<file path="src/rtl/scf_pkg.sv">
`default_nettype none

package scf_pkg;

	localparam int POS_BITS_DEF = 16;
	localparam int CFG_ADDR_W   = 5;
	localparam int CFG_DATA_W   = 32;

	// request codes
	typedef enum logic [1:0] {
		OP_STEP = 2'd0,
		OP_PAN  = 2'd1,
		OP_INIT = 2'd2
	} op_t;

	typedef enum logic [2:0] {
		REG_MANUAL_DEFAULT = 3'd0,
		REG_TICK_PERIOD    = 3'd1,
		REG_STEP_LIMIT     = 3'd2,
		REG_LEAD_OFFSET    = 3'd3,
		REG_START_MARGIN   = 3'd4,
		REG_STOP_MARGIN    = 3'd5,
		REG_WINDOW_SIZE    = 3'd6,
		REG_PICTURE_EXTENT = 3'd7
	} reg_idx_t;

	localparam logic        RST_MANUAL_DEFAULT = 1'b0;
	localparam logic [7:0]  RST_TICK_PERIOD    = 8'd4;
	localparam logic [7:0]  RST_STEP_LIMIT     = 8'd4;
	localparam logic [9:0]  RST_LEAD_OFFSET    = 10'd80;
	localparam logic [9:0]  RST_START_MARGIN   = 10'd80;
	localparam logic [9:0]  RST_STOP_MARGIN    = 10'd4;
	localparam logic [14:0] RST_WINDOW_SIZE    = 15'd320;
	localparam logic [14:0] RST_PICTURE_EXTENT = 15'd320;

	typedef struct packed {
		logic        manual_default;
		logic [7:0]  tick_period;
		logic [7:0]  step_limit;
		logic [9:0]  lead_offset;
		logic [9:0]  start_margin;
		logic [9:0]  stop_margin;
		logic [14:0] window_size;
		logic [14:0] picture_extent;
	} cfg_t;

	typedef struct packed {
		logic        active;
		logic        manual;
		logic        heading_up;
		logic [31:0] next_time;
	} ctl_state_t;

endpackage

`default_nettype wire

</file>
<file path="src/rtl/scf_item_if.sv">
`default_nettype none

interface scf_item_if import scf_pkg::*; #(
	parameter int POS_BITS = POS_BITS_DEF
) ();
	logic                       valid;
	logic                       ready;
	logic [1:0]                 op;
	logic [31:0]                now_time;
	logic [31:0]                prior_time;
	logic [7:0]                 tick_amount;
	logic signed [POS_BITS-1:0] view_pos;
	logic signed [POS_BITS-1:0] track_pos;
	logic signed [POS_BITS-1:0] goal_pos;

	modport source (
		output valid, op, now_time, prior_time, tick_amount, view_pos, track_pos, goal_pos,
		input  ready
	);
	modport sink (
		input  valid, op, now_time, prior_time, tick_amount, view_pos, track_pos, goal_pos,
		output ready
	);
endinterface

`default_nettype wire

</file>
<file path="src/rtl/scf_result_if.sv">
`default_nettype none

interface scf_result_if import scf_pkg::*; #(
	parameter int POS_BITS = POS_BITS_DEF
) ();
	logic                       valid;
	logic                       ready;
	logic signed [POS_BITS-1:0] new_view;
	logic                       moved;
	logic                       panning_active;

	modport source (
		output valid, new_view, moved, panning_active,
		input  ready
	);
	modport sink (
		input  valid, new_view, moved, panning_active,
		output ready
	);
endinterface

`default_nettype wire

</file>
<file path="src/rtl/scf_regs.sv">
`default_nettype none

module scf_regs import scf_pkg::*; (
	input  wire logic                  clk,
	input  wire logic                  arst_n,
	input  wire logic                  psel,
	input  wire logic                  penable,
	input  wire logic                  pwrite,
	input  wire logic [CFG_ADDR_W-1:0] paddr,
	input  wire logic [CFG_DATA_W-1:0] pwdata,
	output logic      [CFG_DATA_W-1:0] prdata,
	output logic                       pready,
	output cfg_t                       cfg
);

	cfg_t     cfg_q;
	reg_idx_t idx;
	logic     wr_en;

	assign pready = 1'b1;
	assign idx    = reg_idx_t'(paddr[CFG_ADDR_W-1:2]);
	assign wr_en  = psel && penable && pwrite;
	assign cfg    = cfg_q;

	always_ff @(posedge clk or negedge arst_n) begin
		if (!arst_n) begin
			cfg_q.manual_default <= RST_MANUAL_DEFAULT;
			cfg_q.tick_period    <= RST_TICK_PERIOD;
			cfg_q.step_limit     <= RST_STEP_LIMIT;
			cfg_q.lead_offset    <= RST_LEAD_OFFSET;
			cfg_q.start_margin   <= RST_START_MARGIN;
			cfg_q.stop_margin    <= RST_STOP_MARGIN;
			cfg_q.window_size    <= RST_WINDOW_SIZE;
			cfg_q.picture_extent <= RST_PICTURE_EXTENT;
		end else if (wr_en) begin
			unique case (idx)
				REG_MANUAL_DEFAULT: cfg_q.manual_default <= pwdata[0];
				REG_TICK_PERIOD:    cfg_q.tick_period    <= pwdata[7:0];
				REG_STEP_LIMIT:     cfg_q.step_limit     <= pwdata[7:0];
				REG_LEAD_OFFSET:    cfg_q.lead_offset    <= pwdata[9:0];
				REG_START_MARGIN:   cfg_q.start_margin   <= pwdata[9:0];
				REG_STOP_MARGIN:    cfg_q.stop_margin    <= pwdata[9:0];
				REG_WINDOW_SIZE:    cfg_q.window_size    <= pwdata[14:0];
				REG_PICTURE_EXTENT: cfg_q.picture_extent <= pwdata[14:0];
			endcase
		end
	end

	always_comb begin
		unique case (idx)
			REG_MANUAL_DEFAULT: prdata = CFG_DATA_W'(cfg_q.manual_default);
			REG_TICK_PERIOD:    prdata = CFG_DATA_W'(cfg_q.tick_period);
			REG_STEP_LIMIT:     prdata = CFG_DATA_W'(cfg_q.step_limit);
			REG_LEAD_OFFSET:    prdata = CFG_DATA_W'(cfg_q.lead_offset);
			REG_START_MARGIN:   prdata = CFG_DATA_W'(cfg_q.start_margin);
			REG_STOP_MARGIN:    prdata = CFG_DATA_W'(cfg_q.stop_margin);
			REG_WINDOW_SIZE:    prdata = CFG_DATA_W'(cfg_q.window_size);
			REG_PICTURE_EXTENT: prdata = CFG_DATA_W'(cfg_q.picture_extent);
		endcase
	end

endmodule

`default_nettype wire

</file>
<file path="src/rtl/scf_step.sv">
`default_nettype none

module scf_step import scf_pkg::*; #(
	parameter int POS_BITS = POS_BITS_DEF
) (
	input  wire cfg_t                  cfg,
	input  wire ctl_state_t            st,
	input  wire logic signed [POS_BITS-1:0] goal,
	input  wire op_t                   op,
	input  wire logic [31:0]           now_time,
	input  wire logic [31:0]           prior_time,
	input  wire logic [7:0]            tick_amount,
	input  wire logic signed [POS_BITS-1:0] view_pos,
	input  wire logic signed [POS_BITS-1:0] track_pos,
	input  wire logic signed [POS_BITS-1:0] goal_pos,
	output ctl_state_t                 st_nxt,
	output logic signed [POS_BITS-1:0] goal_nxt,
	output logic signed [POS_BITS-1:0] new_view,
	output logic                       moved
);

	// room for a position plus picture extent and margins, with sign
	localparam int W = ((POS_BITS > 16) ? POS_BITS : 16) + 3;

	logic              allowed;
	logic [31:0]       tdiff;
	logic [31:0]       tmag;
	logic              align;
	logic [31:0]       gate_time;
	logic              gated;

	logic signed [W-1:0] view_w;
	logic signed [W-1:0] track_w;
	logic signed [W-1:0] goal_w;
	logic signed [W-1:0] win_w;
	logic signed [W-1:0] span_w;
	logic signed [W-1:0] sl_w;
	logic signed [W-1:0] lead_w;
	logic signed [W-1:0] stop_w;
	logic signed [W-1:0] lo_w;
	logic signed [W-1:0] hi_w;
	logic signed [W-1:0] mdiff;
	logic signed [W-1:0] mmag;
	logic signed [W-1:0] mclip;
	logic signed [W-1:0] aim;
	logic signed [W-1:0] fdiff;
	logic signed [W-1:0] fmag;
	logic signed [W-1:0] fclip;
	logic signed [W-1:0] step_w;

	assign allowed = cfg.picture_extent > cfg.window_size;

	// timer alignment to the tracked object's update time
	assign tdiff     = st.next_time - prior_time;
	assign tmag      = tdiff[31] ? (32'd0 - tdiff) : tdiff;
	assign align     = (tmag < 32'(cfg.tick_period)) && (tick_amount == cfg.tick_period);
	assign gate_time = align ? prior_time : st.next_time;
	assign gated     = st.active && (now_time < gate_time);

	assign view_w  = W'(view_pos);
	assign track_w = W'(track_pos);
	assign goal_w  = W'(goal);
	assign win_w   = W'(cfg.window_size);
	assign span_w  = W'(cfg.picture_extent) - win_w;
	assign sl_w    = W'(cfg.step_limit);
	assign lead_w  = W'(cfg.lead_offset);
	assign stop_w  = W'(cfg.stop_margin);
	assign lo_w    = view_w + W'(cfg.start_margin);
	assign hi_w    = view_w - W'(cfg.start_margin) + win_w - W'(1);

	assign mdiff = goal_w - view_w;
	assign mmag  = (mdiff < 0) ? -mdiff : mdiff;
	assign mclip = (mmag > sl_w) ? sl_w : mmag;

	always_comb begin
		st_nxt   = st;
		goal_nxt = goal;
		step_w   = '0;
		aim      = '0;
		fdiff    = '0;
		fmag     = '0;
		fclip    = '0;
		unique case (op)
			OP_INIT: begin
				st_nxt.active = 1'b0;
				if (allowed) begin
					st_nxt.manual    = cfg.manual_default;
					goal_nxt         = '0;
					st_nxt.next_time = now_time;
				end
			end
			OP_PAN: begin
				if (allowed) begin
					st_nxt.active    = 1'b1;
					st_nxt.manual    = 1'b1;
					goal_nxt         = goal_pos;
					st_nxt.next_time = now_time;
				end
			end
			OP_STEP: begin
				if (allowed && !gated) begin
					st_nxt.next_time = now_time + 32'(cfg.tick_period);
					if (st.manual) begin
						if (st.active) begin
							if (mclip == 0)
								st_nxt.active = 1'b0;
							else
								step_w = (mdiff < 0) ? -mclip : mclip;
						end
					end else begin
						// tracked object left the start window: begin panning
						if (!st.active) begin
							if (track_w < lo_w && view_w > 0) begin
								st_nxt.active     = 1'b1;
								st_nxt.heading_up = 1'b0;
							end
							if (track_w > hi_w && view_w < span_w) begin
								st_nxt.active     = 1'b1;
								st_nxt.heading_up = 1'b1;
							end
						end
						aim = track_w - (win_w >>> 1)
							+ (st_nxt.heading_up ? lead_w : -lead_w);
						if (aim < 0)
							aim = '0;
						if (aim > span_w)
							aim = span_w;
						goal_nxt = aim[POS_BITS-1:0];
						fdiff = aim - view_w;
						fmag  = (fdiff < 0) ? -fdiff : fdiff;
						fclip = (fmag > sl_w) ? sl_w : fmag;
						if (st_nxt.active && fmag <= stop_w)
							st_nxt.active = 1'b0;
						if (st_nxt.active)
							step_w = (fdiff < 0) ? -fclip : fclip;
					end
				end
			end
			default: begin
			end
		endcase
	end

	assign new_view = view_pos + step_w[POS_BITS-1:0];
	assign moved    = step_w != '0;

endmodule

`default_nettype wire

</file>
<file path="src/rtl/scroll_follow_controller_core.sv">
`default_nettype none

// One-axis viewport scroll controller. Each request (frame step, pan to a
// goal, or re-init) returns exactly one result: the new view origin, whether
// it moved, and the panning flag. Requests are taken one per clock unless the
// output stalls; a request lands in the input register when it is accepted
// and its result is loaded into the result register once that register is
// free or its result is being taken. The throughput of one request per cycle
// is set by the single combinational pass that updates the pan state and
// feeds it back for the next request. The result register lets a new request
// enter while a result is still waiting on the output.
// Configuration registers sit on the APB port at byte addresses 4*i and
// should be written only while the controller is idle.
module scroll_follow_controller_core import scf_pkg::*; #(
	parameter int POS_BITS = POS_BITS_DEF
) (
	input  wire logic                  clk,
	input  wire logic                  arst_n,
	scf_item_if.sink                   item,
	scf_result_if.source               result,
	input  wire logic                  psel,
	input  wire logic                  penable,
	input  wire logic                  pwrite,
	input  wire logic [CFG_ADDR_W-1:0] paddr,
	input  wire logic [CFG_DATA_W-1:0] pwdata,
	output logic      [CFG_DATA_W-1:0] prdata,
	output logic                       pready
);

	cfg_t cfg;

	logic                       valid_s1;
	logic [1:0]                 op_s1;
	logic [31:0]                now_time_s1;
	logic [31:0]                prior_time_s1;
	logic [7:0]                 tick_amount_s1;
	logic signed [POS_BITS-1:0] view_pos_s1;
	logic signed [POS_BITS-1:0] track_pos_s1;
	logic signed [POS_BITS-1:0] goal_pos_s1;

	ctl_state_t                 st_q;
	ctl_state_t                 st_nxt;
	logic signed [POS_BITS-1:0] goal_q;
	logic signed [POS_BITS-1:0] goal_nxt;

	logic                       res_valid_q;
	logic signed [POS_BITS-1:0] new_view_q;
	logic                       moved_q;
	logic                       active_q;
	logic signed [POS_BITS-1:0] new_view_c;
	logic                       moved_c;

	logic advance;
	logic take;

	scf_regs u_regs (
		.clk     (clk),
		.arst_n  (arst_n),
		.psel    (psel),
		.penable (penable),
		.pwrite  (pwrite),
		.paddr   (paddr),
		.pwdata  (pwdata),
		.prdata  (prdata),
		.pready  (pready),
		.cfg     (cfg)
	);

	scf_step #(.POS_BITS(POS_BITS)) u_step (
		.cfg         (cfg),
		.st          (st_q),
		.goal        (goal_q),
		.op          (op_t'(op_s1)),
		.now_time    (now_time_s1),
		.prior_time  (prior_time_s1),
		.tick_amount (tick_amount_s1),
		.view_pos    (view_pos_s1),
		.track_pos   (track_pos_s1),
		.goal_pos    (goal_pos_s1),
		.st_nxt      (st_nxt),
		.goal_nxt    (goal_nxt),
		.new_view    (new_view_c),
		.moved       (moved_c)
	);

	assign advance    = valid_s1 && (!res_valid_q || result.ready);
	assign item.ready = !valid_s1 || advance;
	assign take       = item.valid && item.ready;

	assign result.valid          = res_valid_q;
	assign result.new_view       = new_view_q;
	assign result.moved          = moved_q;
	assign result.panning_active = active_q;

	always_ff @(posedge clk or negedge arst_n) begin
		if (!arst_n) begin
			valid_s1    <= 1'b0;
			res_valid_q <= 1'b0;
			st_q        <= '0;
			goal_q      <= '0;
		end else begin
			if (take)
				valid_s1 <= 1'b1;
			else if (advance)
				valid_s1 <= 1'b0;
			if (advance) begin
				res_valid_q <= 1'b1;
				st_q        <= st_nxt;
				goal_q      <= goal_nxt;
			end else if (result.ready) begin
				res_valid_q <= 1'b0;
			end
		end
	end

	always_ff @(posedge clk) begin
		if (take) begin
			op_s1          <= item.op;
			now_time_s1    <= item.now_time;
			prior_time_s1  <= item.prior_time;
			tick_amount_s1 <= item.tick_amount;
			view_pos_s1    <= item.view_pos;
			track_pos_s1   <= item.track_pos;
			goal_pos_s1    <= item.goal_pos;
		end
		if (advance) begin
			new_view_q <= new_view_c;
			moved_q    <= moved_c;
			active_q   <= st_nxt.active;
		end
	end

	a_init_clears: assert property (@(posedge clk) disable iff (!arst_n)
		advance && op_s1 == OP_INIT |=> !st_q.active)
		else $error("re-init left panning active");

	a_moved_view: assert property (@(posedge clk) disable iff (!arst_n)
		advance |=> moved_q == (new_view_q != $past(view_pos_s1)))
		else $error("moved flag disagrees with view change");

	a_moved_active: assert property (@(posedge clk) disable iff (!arst_n)
		res_valid_q && moved_q |-> active_q)
		else $error("view moved while panning inactive");

	a_no_pan_hold: assert property (@(posedge clk) disable iff (!arst_n)
		advance && !(cfg.picture_extent > cfg.window_size) && op_s1 != OP_INIT
		|=> $stable(st_q) && $stable(goal_q) && !moved_q)
		else $error("pan state changed while panning disabled");

endmodule

`default_nettype wire
</file>
<file path="src/flat_wrapper.sv">
// flat-port wrapper written by rule: the top's interface ports become plain ports
module scroll_follow_controller_core_flat import scf_pkg::*;
#(
	parameter int POS_BITS = POS_BITS_DEF
)
  (clk, arst_n, psel, penable, pwrite, paddr, pwdata, prdata, pready, item_valid, item_op, item_now_time, item_prior_time, item_tick_amount, item_view_pos, item_track_pos, item_goal_pos, item_ready, result_valid, result_new_view, result_moved, result_panning_active, result_ready);
  scf_item_if #(.POS_BITS(POS_BITS)) item_i ();
  scf_result_if #(.POS_BITS(POS_BITS)) result_i ();
  input  wire logic clk;
  input  wire logic arst_n;
  input  wire logic psel;
  input  wire logic penable;
  input  wire logic pwrite;
  input  wire logic [CFG_ADDR_W-1:0] paddr;
  input  wire logic [CFG_DATA_W-1:0] pwdata;
  output logic      [CFG_DATA_W-1:0] prdata;
  output logic pready;
  input wire logic [$bits(item_i.valid)-1:0] item_valid;
  input wire logic [$bits(item_i.op)-1:0] item_op;
  input wire logic [$bits(item_i.now_time)-1:0] item_now_time;
  input wire logic [$bits(item_i.prior_time)-1:0] item_prior_time;
  input wire logic [$bits(item_i.tick_amount)-1:0] item_tick_amount;
  input wire logic [$bits(item_i.view_pos)-1:0] item_view_pos;
  input wire logic [$bits(item_i.track_pos)-1:0] item_track_pos;
  input wire logic [$bits(item_i.goal_pos)-1:0] item_goal_pos;
  output wire logic [$bits(item_i.ready)-1:0] item_ready;
  output wire logic [$bits(result_i.valid)-1:0] result_valid;
  output wire logic [$bits(result_i.new_view)-1:0] result_new_view;
  output wire logic [$bits(result_i.moved)-1:0] result_moved;
  output wire logic [$bits(result_i.panning_active)-1:0] result_panning_active;
  input wire logic [$bits(result_i.ready)-1:0] result_ready;
  assign item_i.valid = item_valid;
  assign item_i.op = item_op;
  assign item_i.now_time = item_now_time;
  assign item_i.prior_time = item_prior_time;
  assign item_i.tick_amount = item_tick_amount;
  assign item_i.view_pos = item_view_pos;
  assign item_i.track_pos = item_track_pos;
  assign item_i.goal_pos = item_goal_pos;
  assign item_ready = item_i.ready;
  assign result_valid = result_i.valid;
  assign result_new_view = result_i.new_view;
  assign result_moved = result_i.moved;
  assign result_panning_active = result_i.panning_active;
  assign result_i.ready = result_ready;
  scroll_follow_controller_core #(.POS_BITS(POS_BITS)) u_core (.clk(clk), .arst_n(arst_n), .item(item_i), .result(result_i), .psel(psel), .penable(penable), .pwrite(pwrite), .paddr(paddr), .pwdata(pwdata), .prdata(prdata), .pready(pready));
endmodule
</file>
<file path="config.mk">
export PLATFORM = sky130hd
export DESIGN_NAME = scroll_follow_controller_core_flat
export DESIGN_NICKNAME = d
export VERILOG_FILES = /design/src/rtl/scf_pkg.sv /design/src/rtl/scf_item_if.sv /design/src/rtl/scf_result_if.sv /design/src/rtl/scf_regs.sv /design/src/rtl/scf_step.sv /design/src/rtl/scroll_follow_controller_core.sv /design/src/flat_wrapper.sv
export SDC_FILE = /design/constraint.sdc
export NUM_CORES = 1
export LEC_CHECK = 0
export BUFFER_PORTS_ARGS = -buffer_cell sky130_fd_sc_hd__buf_2
export CORE_AREA = 3 3 223 225
export CTS_BUF_LIST = sky130_fd_sc_hd__clkbuf_4
export CTS_CLUSTER_DIAMETER = 120
export DETAILED_ROUTE_END_ITERATION = 16
export DIE_AREA = 0 0 226 228
export PLACE_DENSITY = 0.85
export SYNTH_ARGS = -nofsm -noshare
export SYNTH_HDL_FRONTEND = slang
export SYNTH_HIERARCHICAL = 1
export SYNTH_SLANG_ARGS = --single-unit
</file>
<file path="constraint.sdc">
create_clock -name clk -period 21.8 [get_ports clk]
set_input_delay 2.18 -clock clk [delete_from_list [all_inputs] [get_ports clk]]
set_output_delay 2.18 -clock clk [all_outputs]
set_load 0.02 [all_outputs]
</file>
==> reports/metrics.csv <==
stage,metric,value,unit
run_status,status,completed,
synthesis,"Seq/Total Area, Yosys",26.97,%
global_routing,met3 Resource Use GR,7.971,%
cts,CTS Sinks,270,
global_routing,grt met2 use,49.25,%
synthesis,synth warn,6,
critical_path,worst reg2reg startpoint,u_core/view_pos_s1[2],
synthesis,Main synth FF type,edfxtp_1,
route,total number of vias,25520,
route,drt first pass iters,8,
synthesis,Synth area leader,edfxtp_1,
critical_path,most frequent CP cell,o21ai_0,
critical_path,Worst Setup SP,u_core/view_pos_s1[2],
route,drt wl/cell,21.58,um
synthesis,Yosys cell types,111,
global_routing,grt ovf,0,
placed_design,Post-DP Area,29280,um^2
synthesis,"EDFF count, synth",140,
layout,Layout Cells excl Fill,3945,
layout,FF/Latch Area,7472,um^2
layout,design area,30420,um^2
timing,# setup viols final,0,
worst_hold_path,Worst Hold Class,flop to flop,
floorplanning,# IOs,219,
floorplanning,overall die width,226,um
placed_design,gp weighted congestion,1.020,
synthesis,"flops & latches, synth",270,
synthesis,Mean Syn Cell Area,9.098,um^2
cts,Worst-Skew Late Latency,860,ps
cts,Clock Tree Buf Depth,3,
flow_run,max-cap viol count,0,
critical_path,crit path max-delay cell type,fa_1,
global_routing,first-pass GRT wire length,131800,um
cts,CTS root buffer,clkbuf_4,
global_routing,initial antenna violation count,4,
route,DRC,0,
layout,layout cell share with drive strength beyond 1,18.09,%
floorplanning,Die Y,228,um
floorplanning,Starting Density,58.02,%
layout,multi-input logic area,18840,um^2
critical_path,max incr delay on CP,510,ps
floorplanning,num rows,80,
placed_design,port bufs,181,
critical_path,crit path DAT,21250,ps
timing,Worst slew margin,13.93,%
global_routing,met1 Use GR,43.83,%
global_routing,vias in the first global route,24290,
cts,CTS Buf Count,77,
synthesis,async set or reset register ratio after synthesis,48.15,%
global_routing,largest net degree at the start of global routing,81,
cts,Clock Pin Slew Worst Setup and Hold Paths,70,ps
layout,Fill cells,3937,
synthesis,"top cells by area, synth","edfxtp_1 15%, ha_1 14%, dfrtp_1 11%",
layout,Area Overhead vs Synth,9.819,%
timing,Final Max Tran Viols,0,
synthesis,share of the synthesized area in the top cell type,15.18,%
timing,crit path time final,20700,ps
route,Total Wirelength,85140,um
critical_path,WS Path Type,flop to flop,
placed_design,Post-Place Setup Slack,170.0,ps
placed_design,Placed Cells,3799,
global_routing,Global Route Usage Sum,32.32,%
route,Vias/cell,6.469,
critical_path,Setup crit end kind,flop,
cts,CTS tree,yes,
timing,worst slew pin tran,1286,ps
timing,fin worst setup slack,1097,ps
cts,CTS H-tree lvls,3,
global_routing,busiest layer in global routing,met2,
critical_path,critical path required time,22350,ps
floorplanning,Core ar.,47750,um^2
critical_path,startpoint types,flop,
placed_design,Detailed Place HPWL,66350,um
timing,Clock Skews,87.02,ps
worst_hold_path,Hold Crit Start,u_core/st_q[0],
synthesis,synthesized area,27700,um^2
timing,Final Hold Violating Endpoints,0,
route,DRT iter0 DRCs,2609,
layout,nets@finish,3762,
timing,FMAX,48.30,MHz
critical_path,CP max FO,18,
floorplanning,Die Area,51530,um^2
route,Antenna Nets Post-Route,0,
timing,Final period util,94.97,%
synthesis,Cells after Synth,3045,
cell type report:
type | instances | area share (%)
multi-input combinational | 2405 | 61.91
sequential | 270 | 24.56
timing repair buffer | 230 | 4.220
inverter | 280 | 3.455
clock buffer | 114 | 2.813
tap | 615 | 2.529
clock inverter | 29 | 0.4935
antenna | 2 | 0.01645
stage by stage:
| step | util (%) | TNS [ps] | hold WS [ps] |
|---|---|---|---|
| after floorplan | - | 0 | 479.5 |
| after global placement | 61.33 | 0 | 498.7 |
| after detailed placement | 61.33 | 0 | 498.3 |
| final | 63.72 | 0 | 518.7 |
| after CTS | 63.44 | 0 | 519.3 |
| after global routing | 63.72 | -15.73 | 544.7 |
cells in the final DEF (no fill, tap or decap), drive strengths merged, types with 73 or more instances in the layout:
| master | instances |
|---|---|
| a21o | 101 |
| a21oi | 165 |
| buf | 230 |
| clkbuf | 114 |
| dfrtp | 119 |
| edfxtp | 140 |
| ha | 300 |
| inv | 284 |
| mux2 | 144 |
| nand2 | 174 |
| nand3 | 79 |
| nor2 | 198 |
| nor3 | 73 |
| o21ai | 161 |
| xnor2 | 125 |
path summary, 6_finish.rpt:
check	end	slack (ps)	cells past startpoint
worst min register to register	u_core/st_q[0]	520	1
max in group asynchronous	u_core/u_regs/cfg[17]	18970	2
worst max register to register	u_core/result.new_view[14]	1100	97
worst max-delay path	u_core/result.new_view[14]	1100	97
worst min-delay path	u_core/st_q[0]	520	1
min in group asynchronous	u_core/st_q[25]	1280	1
critical path: cells and delay by family, from the launching register on:
kind,cells,cell delay (ps)
fa+ha+maj,10,3550
buf+inv,6,960
mux,2,430
compound gates,53,10270
simple gates,22,3840
xor+xnor,4,920
flops,1,440
timing repair:
item,4_1_cts,5_1_grt
setup endpoints to repair,0,8
buffers inserted,0,1
hold buffers,0,0
gates resized for setup,0,29
hold endpoints to repair,0,0
synth_stat cells (all sizes together) (79+ instances only):
master,number
a21o,101
a21oi,165
dfrtp,119
edfxtp,140
ha,300
inv,280
mux2,144
nand2,174
nand3,79
nor2,198
o21ai,161
xnor2,125
cell families (layout without fill, tap and decap cells):
kind of cell	Yosys count	count (layout)	synth area share (%)
AND/OR/NAND/NOR	843	843	16.07
AO/OA/AOI/OAI	807	807	19.71
buffers and inverters	386	653	5.826
adder cells (fa/ha/maj)	332	332	15.86
flip-flops	270	270	26.97
multiplexers	222	222	9.652
XOR/XNOR	183	183	5.885
other	2	20	0.02711
flip-flops by register name, indices dropped and copies added, names as in the netlist, 8 cells and up:
| signal | flops |
|---|---|
| u_core/now_time_s1 | 32 |
| u_core/tick_amount_s1 | 8 |
| u_core/track_pos_s1 | 16 |
| u_core/result.new_view | 16 |
| u_core/view_pos_s1 | 16 |
| u_core/prior_time_s1 | 32 |
| u_core/goal_pos_s1 | 16 |
| u_core/goal_q | 16 |
| u_core/st_q | 35 |
| u_core/u_regs/cfg | 77 |
routing by layer:
layer  routed length (um)  up-vias
li1                     -    11690
met1                34750    12160
met2                37440     1411
met3                 9347      249
met4                 3580        4
met5                   22        -
Power is not shown: default switching activity piles up to over one toggle a cycle in this logic, so the estimate is an artifact.
